--- src/rtl/q2e_delay.sv ---
// enabled shift line that carries side data alongside the square root pipeline
`default_nettype none
module q2e_delay #(
    parameter int W     = 8,
    parameter int DEPTH = 4
) (
    input  wire logic         i_clk,
    input  wire logic         i_en,
    input  wire logic [W-1:0] i_data,
    output logic      [W-1:0] o_data
);
    logic [W-1:0] r_tap [DEPTH];

    always_ff @(posedge i_clk) begin
        if (i_en) begin
            r_tap[0] <= i_data;
            for (int k = 1; k < DEPTH; k++) begin
                r_tap[k] <= r_tap[k-1];
            end
        end
    end

    assign o_data = r_tap[DEPTH-1];
endmodule
`default_nettype wire

--- config.mk ---
export PLATFORM = sky130hd
export DESIGN_NAME = q2e_delay
export DESIGN_NICKNAME = d
export VERILOG_FILES = /design/src/rtl/q2e_delay.sv
export SDC_FILE = /design/constraint.sdc
export NUM_CORES = 1
export LEC_CHECK = 0
export BUFFER_PORTS_ARGS = -buffer_cell sky130_fd_sc_hd__buf_2
export CAP_MARGIN = 0
export CELL_PAD_IN_SITES_DETAIL_PLACEMENT = 1
export CELL_PAD_IN_SITES_GLOBAL_PLACEMENT = 1
export CORE_AREA = 2 2 50 52
export DETAILED_ROUTE_END_ITERATION = 12
export DIE_AREA = 0 0 52 54
export HOLD_SLACK_MARGIN = 0.12
export PLACE_DENSITY_LB_ADDON = 0.1
export SYNTH_ARGS = -nofsm -noshare
export SYNTH_HDL_FRONTEND = slang
export SYNTH_SLANG_ARGS = --single-unit
--- constraint.sdc ---
create_clock -name i_clk -period 0.8 [get_ports i_clk]
set_input_delay 0.04 -clock i_clk [delete_from_list [all_inputs] [get_ports i_clk]]
set_output_delay 0.04 -clock i_clk [all_outputs]
set_load 0.1 [all_outputs]
### After elaboration in Yosys (flattened, before gate mapping)

Memories as Yosys holds them, arrays and structs flattened.
Index checks and enable logic that the tools add are counted.
Widths: inputs -> output; s select.

* register bits after elaboration: 0
* latch bits: 0
* memory bits (writable): 32
* bits in read-only memories: 0
* bits of input ports: 10
* output and inout port bits: 8
* word-level logic and storage cells: 3
* memories kept: 1

* add/subtract/negate cells: 0
* $mul: 0
* div/mod/pow operators: 0
* order comparisons: 0
* equality and inequality tests: 0
* shift-type cells: 0
* multiplexer cells: 2
* bitwise operators: 0
* reductions and logical operators: 0

Memories
* r_tap: words 4, width 8, rd ports 4, clocked after Yosys merged registers in 0, write ports 4, line 12 `logic [W-1:0] r_tap [DEPTH];`

Operators by type and width (count)
* $mux 1: 2

### Depth between registers and ports, before layout

* depth after elaboration: 2
* gate-level depth with buffers: 0
* mapped depth without buffers: 0

### Worst setup path before layout

No wires, ideal clock.

* kind: reg2out
* from: mem r_tap[3][0]
* to: out o_data[0]
* arrival: 0.904 ns
* data required time: 0.760 ns
* slack: -0.144 ns
* cell stages (with the launch flop): 1
* buffers on the path: 0
* path through: edfxtp_1

RTL lines
* from (decl): line 12
* to (decl): line 10 `output logic [W-1:0] o_data`

==> flow_summary.ini <==
[sta]
worstMarginPinSlew_ns = 0.133
rsz0062_at_grt = true
hold_viol_final = 0
slew_viol_final = 0
layout_setup_ws_ns = -0.194
hold_ws_ns = 0.135
skew_ns = 0.00199
maxSlewHeadroom_pct = 91.2
fmax_mhz = 1010
setup_viol = 8
fin_crit_ns = 0.994
post-route-period-util_pct = 124

[flow_run]
drv_cap = 0

[floorplan]
initial_core_util_pct = 41.4
die-area_sq_um = 2810
rows = 18
die_h_um = 54
fp.dieW_um = 52
design.core.area_sq_um = 2320
pin_count = 18

[clock_tree]
cts_tree = built
clockRootBuffer = clkbuf_4
clock-sinks = 32
clkSlewWorstSetupHoldPaths_ns = 0.09
clock_path_buffers = 2
clk_latency_ns = 0.32
cts-htree-levels = 2
cts_buffers = 5

[global_routing]
grt.total_usage_pct = 11.0
grt_remaining_overflow = 0
antenna_found_initial = 0
grt_max_degree = 17
grt_pass1_vias = 427
grt_pass1_wl_um = 1920

[final_layout]
num-nets-final = 76
drive_above_1_share_pct = 38.8
post-route-util_pct = 60.4
synthToLayoutAreaGrowth_pct = 45.7
multi_input_cells = 0
largest_reg_flops = 32
multi_input_area_sq_um = 0
n_antenna_cell = 0
postLayoutCellArea_sq_um = 1400
largest_register = r_tap
top_regs = r_tap (32)

[logic_synthesis]
synth_top_area_share_pct = 100
synth-seq-cells = 32
syn-instance-count = 32
yosysWarnings = 0
yosysMostFrequentCell = edfxtp_1
async_flop_share_pct = 0
yosysUniqueCellTypes = 1
ys_top_cells_by_area = edfxtp_1
yosysTopAreaCell = edfxtp_1
ys.flop_type = edfxtp_1
synth_nets = 42
ys_top_cells_by_count = edfxtp_1
synth-edff-count = 32
seq_area_frac_synth_pct = 100
synth_area_sq_um = 961
avgSynthCellArea_sq_um = 30.0

[worst_setup_path]
cpMaxStageDelayCell = edfxtp_1
end_kind = output port
criticalPathCategory = reg -> out
crit_chain = buf_12
cp.buffers_inverters = 1
cp.arrival_ns = 0.95
path_delay_family = flip-flops
start_kind = register
path_max_fanout = 1
max_stage_delay_ns = 0.44
worst_ep_required_time_ns = 0.76

[routing]
ant_nets = 0
routed_via_density = 4.33
first_pass_iters = 4
vias = 420
drc = 0
totalWireLength_um = 1280
avgRoutedWirePerCell_um = 13.2
drt_iter0_markers = 10

[placement]
dpl_cell_area_sq_um = 1240
io_buffers = 17
place.gp.congestion = 0.617

[power]
peakVddDrop_mv = 2.03
pwr_density_cell_nw_per_um2 = 2530
p_leak_nw = 0.518

[status]
violations = negative setup slack
status = finished, violations left

[worst_hold_path]
hp-class = in -> reg
## routing by layer
metal	up-vias	part of all wire (%)	track usage (%)
met5	-	0	0
met4	0	1.9	7.89
met3	5	10	6.94
met2	25	50	17.7
met1	194	38	9.94
li1	196	-	-
## report_power, final
group          switching [W]  total, W  leakage [nW]  internal (W)
clock network       0.000511   0.00117        0.0422      0.000655
registers          0.0000395   0.00201         0.313       0.00197
logic               0.000218  0.000363         0.163      0.000144
total               0.000769   0.00354         0.518       0.00277
## through the flow
stage / TNS (ns) / instances / setup slack, ns / total power, W
2_1_floorplan: -1.15 / 32 / -0.144 / 0.00220
3_5_place_dp: 0 / 81 / 0.158 / 0.00239
3_3_place_gp: 0 / 81 / 0.176 / 0.00237
5_1_grt: -1.77 / 97 / -0.242 / 0.00364
4_1_cts: -1.61 / 97 / -0.219 / 0.00357
6_report: -1.44 / 97 / -0.194 / 0.00354
## cell families after synthesis
group  synth area share, %
DFF                    100
## layout by cell type, fill, tap and decap left out
| cell | count |
|---|---|
| clkbuf_4 | 5 |
| edfxtp_1 | 32 |
| dlygate4sd3_1 | 8 |
| buf_12 | 10 |
| clkbuf_1 | 1 |
| buf_2 | 9 |
| bufinv_16 | 1 |
| clkinv_2 | 1 |
## area by class of cell
type                  instances  area (sq um)
Sequential cell              32           961
Tap cell                     30          37.5
Fill cell                   186           920
Clock buffer                  6          41.3
Clock inverter                2          35.0
Timing Repair Buffer         27           325
## path summary, 6_finish.rpt
path | slack (ns) | end | cells after the start | from
max | -0.19 | o_data[5] | 1 | r_tap[3][5]
min | 0.13 | r_tap[1][3] | 2 | i_en
max reg2reg | 0.17 | r_tap[2][3] | 0 | r_tap[1][3]
min reg2reg | 0.42 | r_tap[1][0] | 0 | r_tap[0][0]
## what timing repair did
item / 4_1_cts / 5_1_grt
hold endpoints to repair: 8 / 0
gates resized for setup: 0 / 0
setup buffers: 0 / 0
hold buffers: 8 / 0
endpoints found under the setup margin: 8 / 8
Power figures use the tool's default switching activity.
