### src/rtl/q2e_pkg.sv
// shared widths, constants and the arctangent table for the quaternion to euler block
`default_nettype none
package q2e_pkg;

    localparam int PROD_W      = 32;
    localparam int MW          = 35;
    localparam int SW          = 32;
    localparam int SABS_W      = 31;
    localparam int RAD_W       = 61;
    localparam int SQRT_DIGITS = 31;
    localparam int ROOT_W      = 31;
    localparam int REM_W       = 33;
    localparam int XW          = 38;
    localparam int ZW          = 34;
    localparam int AW          = ZW - 16;
    localparam int ATAN_W      = 28;
    localparam int ANG_LEN     = 24;
    localparam int DECL_W      = 15;
    localparam int YAW_W       = 15;
    localparam int PITCH_W     = 14;
    localparam int ROLL_W      = 15;
    localparam int DIFF_W      = 17;

    localparam logic signed [ZW-1:0]     ANG_HALF   = ZW'(180 * (2 ** 22));
    localparam logic signed [ZW-1:0]     ROUND_HALF = ZW'(2 ** 15);
    localparam logic signed [AW-1:0]     ROLL_LIM   = AW'(11520);
    localparam logic signed [AW:0]       PITCH_LIM  = (AW + 1)'(5760);
    localparam logic signed [DIFF_W-1:0] FULL_TURN  = DIFF_W'(23040);
    localparam logic signed [DIFF_W-1:0] TWO_TURNS  = DIFF_W'(46080);
    localparam logic [DECL_W-1:0]        DECL_RESET = DECL_W'(126);
    localparam logic [RAD_W-1:0]         ONE_SQ     = RAD_W'(1) << 60;

    function automatic logic [ATAN_W-1:0] atan_val(input int idx);
        logic [ATAN_W-1:0] v;
        case (idx)
            0:       v = ATAN_W'(188743680);
            1:       v = ATAN_W'(111421900);
            2:       v = ATAN_W'(58872272);
            3:       v = ATAN_W'(29884485);
            4:       v = ATAN_W'(15000234);
            5:       v = ATAN_W'(7507429);
            6:       v = ATAN_W'(3754631);
            7:       v = ATAN_W'(1877430);
            8:       v = ATAN_W'(938729);
            9:       v = ATAN_W'(469366);
            10:      v = ATAN_W'(234683);
            11:      v = ATAN_W'(117342);
            12:      v = ATAN_W'(58671);
            13:      v = ATAN_W'(29335);
            14:      v = ATAN_W'(14668);
            15:      v = ATAN_W'(7334);
            16:      v = ATAN_W'(3667);
            17:      v = ATAN_W'(1833);
            18:      v = ATAN_W'(917);
            19:      v = ATAN_W'(458);
            20:      v = ATAN_W'(229);
            21:      v = ATAN_W'(115);
            22:      v = ATAN_W'(57);
            23:      v = ATAN_W'(29);
            default: v = '0;
        endcase
        return v;
    endfunction

endpackage
`default_nettype wire

### src/rtl/q2e_isqrt.sv
// pipelined restoring integer square root, one root bit per stage
`default_nettype none
module q2e_isqrt (
    input  wire logic                         i_clk,
    input  wire logic                         i_rst_n,
    input  wire logic                         i_en,
    input  wire logic                         i_valid,
    input  wire logic [q2e_pkg::RAD_W-1:0]    i_rad,
    output logic                              o_valid,
    output logic      [q2e_pkg::ROOT_W-1:0]   o_root
);
    import q2e_pkg::*;

    logic [REM_W-1:0]         c_rem  [0:SQRT_DIGITS];
    logic [ROOT_W-1:0]        c_root [0:SQRT_DIGITS];
    logic [2*SQRT_DIGITS-1:0] c_rad  [0:SQRT_DIGITS-1];
    logic                     c_v    [0:SQRT_DIGITS];

    assign c_rem[0]  = '0;
    assign c_root[0] = '0;
    assign c_rad[0]  = (2*SQRT_DIGITS)'(i_rad);
    assign c_v[0]    = i_valid;

    for (genvar k = 0; k < SQRT_DIGITS; k++) begin : g_digit
        logic [REM_W+1:0]  cur;
        logic [REM_W+1:0]  trial;
        logic              ge;
        logic [REM_W-1:0]  r_rem;
        logic [ROOT_W-1:0] r_root;
        logic              r_v;

        assign cur   = {c_rem[k], c_rad[k][2*SQRT_DIGITS-1 -: 2]};
        assign trial = {2'b00, c_root[k], 2'b01};
        assign ge    = (cur >= trial);

        always_ff @(posedge i_clk) begin
            if (!i_rst_n) begin
                r_v <= 1'b0;
            end else if (i_en) begin
                r_v <= c_v[k];
            end
        end

        always_ff @(posedge i_clk) begin
            if (i_en) begin
                r_rem  <= ge ? REM_W'(cur - trial) : REM_W'(cur);
                r_root <= {c_root[k][ROOT_W-2:0], ge};
            end
        end

        if (k < SQRT_DIGITS - 1) begin : g_rad
            logic [2*SQRT_DIGITS-1:0] r_rad;
            always_ff @(posedge i_clk) begin
                if (i_en) begin
                    r_rad <= c_rad[k] << 2;
                end
            end
            assign c_rad[k+1] = r_rad;
        end

        assign c_rem[k+1]  = r_rem;
        assign c_root[k+1] = r_root;
        assign c_v[k+1]    = r_v;
    end

    assign o_valid = c_v[SQRT_DIGITS];
    assign o_root  = c_root[SQRT_DIGITS];
endmodule
`default_nettype wire

### config.mk
export PLATFORM = sky130hd
export DESIGN_NAME = q2e_isqrt
export DESIGN_NICKNAME = d
export VERILOG_FILES = /design/src/rtl/q2e_pkg.sv /design/src/rtl/q2e_isqrt.sv
export SDC_FILE = /design/constraint.sdc
export NUM_CORES = 2
export LEC_CHECK = 0
export BUFFER_PORTS_ARGS = -buffer_cell sky130_fd_sc_hd__buf_2
export CAP_MARGIN = 10
export CORE_MARGIN = 1
export CORE_UTILIZATION = 35
export DETAILED_ROUTE_END_ITERATION = 12
export PLACE_DENSITY = 0.61
export SETUP_SLACK_MARGIN = 0.5
export SYNTH_ARGS = -nofsm -noshare
export SYNTH_HDL_FRONTEND = slang
export SYNTH_SLANG_ARGS = --single-unit
### constraint.sdc
create_clock -name i_clk -period 5.15 [get_ports i_clk]
set_clock_uncertainty 0.1 [all_clocks]
set_input_delay 0.2575 -clock i_clk [delete_from_list [all_inputs] [get_ports i_clk]]
set_output_delay 0.2575 -clock i_clk [all_outputs]
set_load 0.01 [all_outputs]
## After elaboration in Yosys (flattened, before gate mapping)

Index checks and enable logic that the tools add are counted.

- Flip-flop bits (word level): 2,416
- Input port bits: 65
- Logic and storage cells: 214

- $add $sub $neg: 30
- Order comparisons: 31
- Multiplexer cells: 30

Operator list:

| operator | count |
|---|---|
| $mux 33 | 29 |
| $ge 35x10->1 | 1 |
| $ge 35x11->1 | 1 |
| $ge 35x12->1 | 1 |
| $ge 35x13->1 | 1 |
| $ge 35x14->1 | 1 |
| $ge 35x15->1 | 1 |
| $ge 35x16->1 | 1 |
| $ge 35x17->1 | 1 |
| $ge 35x18->1 | 1 |
| $ge 35x19->1 | 1 |
| $ge 35x20->1 | 1 |
| $ge 35x21->1 | 1 |
| $ge 35x22->1 | 1 |
| $ge 35x23->1 | 1 |
| $ge 35x24->1 | 1 |
| $ge 35x25->1 | 1 |
| $ge 35x26->1 | 1 |
| $ge 35x27->1 | 1 |
| $ge 35x28->1 | 1 |
| $ge 35x29->1 | 1 |
| $ge 35x3->1 | 1 |
| $ge 35x30->1 | 1 |
| $ge 35x31->1 | 1 |
| other kinds (39) | 39 |

## Depth between registers and ports, before layout

- Word-level depth: 2
- Mapped depth: 15
- Gate-level depth less buffers: 13

## Worst setup path after synthesis

Ideal clock, no wire load.

- Kind: flip-flop to flip-flop
- Start point: register g_digit[5].r_rem[8]
- End point: register g_digit[6].r_rem[10], data pin
- Setup time: 0.266 ns
- Data arrival time: 3.904 ns
- Data required time: 4.784 ns
- Setup slack: 0.880 ns
- Cell stages (with the launch flop): 13
- Buffers on the path: 2
- Clock period less this slack: 4.270 ns
- Cells stage by stage: edfxtp_1 > or4_4 > or4b_4 > or4_4 > nand2b_4 > or4_4 > or3_1 > or4_1 > buf_4 > o211ai_4 > buf_6 > nor3_1 > xor2_1

- Longest elaborated chain between the ends: 2
- Elaborated cells on any way between the ends: 3
- Those cells by class: 1 x add/sub; 1 x order compare; 1 x mux

Ends and longest elaborated chain:

| element | RTL line | RTL |
|---|---|---|
| start: declaration | q2e_isqrt.sv:28 | `logic [REM_W-1:0] r_rem;` |
| start signal: assignment | q2e_isqrt.sv:46 | `r_rem <= ge ? REM_W'(cur - trial) : REM_W'(cur);` |
| $sub 33x8->33 / $ge 35x8->1 (equally long branches) | q2e_isqrt.sv:46, q2e_isqrt.sv:34 |  |
| $mux 33 * | q2e_isqrt.sv:46 |  |
| end signal: assignment | q2e_isqrt.sv:46 |  |
| end: declaration | q2e_isqrt.sv:28 |  |

Mark *: on every way between the ends. The rest lies on a longest branch, timed or not.
A chain may end at the register's enable or synchronous reset.

## Worst setup path in the final report

- Start point: register g_digit[5].r_rem[8]
- End point: register g_digit[6].r_rem[12], data pin

The elaborated chain is that of the path after synthesis.

==> impl_metrics.toml <==
[global_routing]
grt_pass1_vias = 66876
antenna_found_initial = 3
groute.usage.overall = 0.143
grt_pass1_wl_mm = 364
grt_remaining_overflow = 0
grt_start_max_net_pins = 175

[die]
die_w_um = 565
num_rows = 206
die_h_um = 565
io_pins = 97
dieArea_mm2 = 0.319
start_util = 0.352
core-area_mm2 = 0.315

[power]
leakage_nw = 47.6
p_int_mw = 40.3
combPwrFrac = 0.195
power_mw = 56.1
power_density_mw_per_mm2 = 443
swShare = 0.281
peakVddDrop_mv = 0.420
seqPwrFrac = 0.466
power_switching_mw = 15.8
clockPowerShare = 0.340

[yosys]
synthFlopType = "edfxtp_1"
ys.warnings.count = 0
synth_nets = 9147
yosysSeqAreaShare = 0.646
ys_types = 81
synth_area_per_cell_um2 = 12.9
synth_seq_cells = 2392
async_reset_ff_frac = 0
synth_edf_count = 2361
syn_area_mm2 = 0.111
syn_inst = 8556

[clocking]
cts.sinks = 2392
path_clk_slew_ns = 0.06
cts_root_buffer = "clkbuf_16"
clockBufferDepth = 4
numCtsBuffers = 277
htreeDepth = 5
cts_tree = "built"
clock_latency_ns = 0.89

[placement]
place_ws_ns = 0.478
gp_congestion = 0.920
dp_cells = 12700
post_dp_cell_area_mm2 = 0.117
dp_hpwl_mm = 167
io_buffers = 96

[sta]
layout_setup_ws_ns = 0.664
finalSetupViolations = 0
tightest_slew_ns = 1.38
period_share = 0.871
fin_worst_hold_slack_ns = 0.0596
rsz0062_at_grt = "no"
tns_ns = 0
fin_crit_ns = 4.49
hold_viol = 0
fmax_ghz = 0.223
slew_violations = 0
slew_headroom = 0.0663

[cells_and_area]
stdcell_count = 13307
drive_gt1_frac = 0.0787
final_util = 0.402
fillers = 29283
layout.nets = 9527
areaGrowthSynthToFinish_pct = 14.4
stdcell_area_mm2 = 0.127

[route]
drt_first_iter_violations = 4861
drc = 0
drt_wl_total_mm = 232
avgRoutedWirePerCell_um = 17.5
routed-via-count = 66742
via_per_inst = 5.02
firstDrtPassIters = 6
ant_nets = 0

[setup_path]
cp-start-kind = "register"
cp.required_ns = 5.65
cp_data_arrival_time_ns = 4.99
path_max_fanout = 17
endpoint_kind = "register"
worstSetupPathType = "register to register"

[run]
cap_violations = 0

[worst_hold_path]
hp-class = "primary input to register"

[outcome]
outcome = "completed"
==> path summary, 6_finish.rpt <==
path	start	to	slack (ns)	depth (start not counted)
hold / removal	i_rad[19]	g_digit[0].g_rad.r_rad[21]	0.06	2
hold reg to reg	g_digit[5].g_rad.r_rad[43]	g_digit[6].g_rad.r_rad[45]	0.29	0
setup / recovery	g_digit[5].r_rem[8]	g_digit[6].r_rem[12]	0.66	11
setup reg to reg	g_digit[5].r_rem[8]	g_digit[6].r_rem[12]	0.66	11
==> cell families (layout without fill, tap and decap cells) <==
group	after synthesis	after routing	share of synthesized area
other	1	2	0.0000338
xor gates and xnor gates	766	766	0.0606
adders and majority gates	526	526	0.0594
AOI/OAI and AO/OA	1720	1722	0.0963
and+or+nand+nor	2182	2182	0.0975
DFF	2392	2392	0.646
muxes	120	120	0.0117
buffers and inverters	849	1437	0.0289
==> metal layers <==
metal | wire (um) | GRT usage | vias to the layer above
li1 | - | - | 32461
met1 | 97000 | 0.172 | 32310
met2 | 116000 | 0.254 | 1479
met3 | 9570 | 0.0206 | 492
met4 | 9840 | 0.0606 | 0
met5 | 0 | 0 | -
==> final cells by class <==
class	count	area [um^2]	area share
flip-flops and latches	2392	71500	0.565
multi-input cells	5317	36200	0.286
clock buffers	344	7370	0.0582
well taps	4160	5200	0.0411
inverters	658	2470	0.0195
repair buffers	290	2440	0.0192
clock inverters	145	1460	0.0115
diodes	1	2.50	0.0000198
==> layout by cell type (no fill, tap or decap), types with 49 or more instances in the layout <==
cell / n
nand2_1: 582
xor2_1: 384
nand4_1: 84
edfxtp_1: 2361
nor3_1: 223
nand2b_1: 111
clkbuf_1: 55
nand3_1: 128
o21ai_0: 470
ha_1: 526
nor2_1: 489
or4_1: 56
clkbuf_16: 285
nor4_1: 116
nor2b_1: 109
o21a_1: 103
buf_2: 95
o31ai_1: 62
xnor2_1: 382
inv_1: 656
or3_1: 86
buf_4: 64
dlygate4sd3_1: 113
o21bai_1: 54
a21oi_1: 509
a21o_1: 202
mux2_2: 76
a31oi_1: 50
and3_1: 49
==> sequential cells by signal, indices dropped and copies added (netlist names) <==
signal               cells
o_root                  31
o_valid                  1
g_digit.r_rem          935
g_digit.g_rad.r_rad    930
g_digit.r_root         465
g_digit.r_v             30
==> power by group through the flow <==
stage / clock (mW) / combinational (mW) / sequential, mW
after global placement: 0 / 10.4 / 26.5
final: 19.1 / 10.9 / 26.1
after floorplan: 0 / 7.99 / 25.8
after CTS: 19.7 / 10.8 / 26.2
after detailed placement: 0 / 10.7 / 26.5
after global routing: 20.4 / 12.1 / 26.4
==> worst max-delay path, stage by stage, from the launching register on <==
cell and delay, ns:
edfxtp_1 0.42, or4_4 0.58, or4b_4 0.53, or4_4 0.46
nand2b_4 0.20, or4_4 0.51, or3_1 0.37, or4_4 0.46
buf_6 0.19, o211ai_4 0.15, nor2_1 0.10, xor2_1 0.16
==> timing repair <==
action,CTS,global route
buffers inserted,1,1
hold endpoints to repair,170,0
hold buffers,113,0
resized for setup,0,9
endpoints found under the setup margin,8,63
pin swaps,1,1
gates cloned,1,1
==> synth_stat cells, types with 29 or more instances <==
| library cell | count | share of area |
|---|---|---|
| ha_1 | 526 | 0.059 |
| inv_1 | 656 | 0.022 |
| nand4_1 | 84 | 0.0047 |
| o21a_1 | 103 | 0.0070 |
| edfxtp_1 | 2361 | 0.64 |
| o31ai_1 | 63 | 0.0043 |
| xor2_1 | 384 | 0.030 |
| mux2i_1 | 44 | 0.0040 |
| xnor2_1 | 382 | 0.030 |
| nor4_1 | 118 | 0.0067 |
| nand2b_1 | 111 | 0.0063 |
| a211oi_1 | 35 | 0.0024 |
| nor3_1 | 225 | 0.010 |
| nand3_1 | 128 | 0.0058 |
| clkbuf_1 | 165 | 0.0056 |
| dfxtp_1 | 31 | 0.0056 |
| and3_1 | 49 | 0.0028 |
| nand2_1 | 583 | 0.020 |
| nor2b_1 | 110 | 0.0062 |
| o211ai_1 | 29 | 0.0020 |
| or3_1 | 86 | 0.0049 |
| a31oi_1 | 53 | 0.0030 |
| mux2_2 | 76 | 0.0077 |
| a21oi_1 | 511 | 0.023 |
| nor2_1 | 489 | 0.017 |
| a21o_1 | 202 | 0.014 |
| or4_1 | 57 | 0.0039 |
| o21bai_1 | 54 | 0.0037 |
| o21ai_0 | 470 | 0.021 |
No activity file was read; power rests on OpenSTA's default activity.
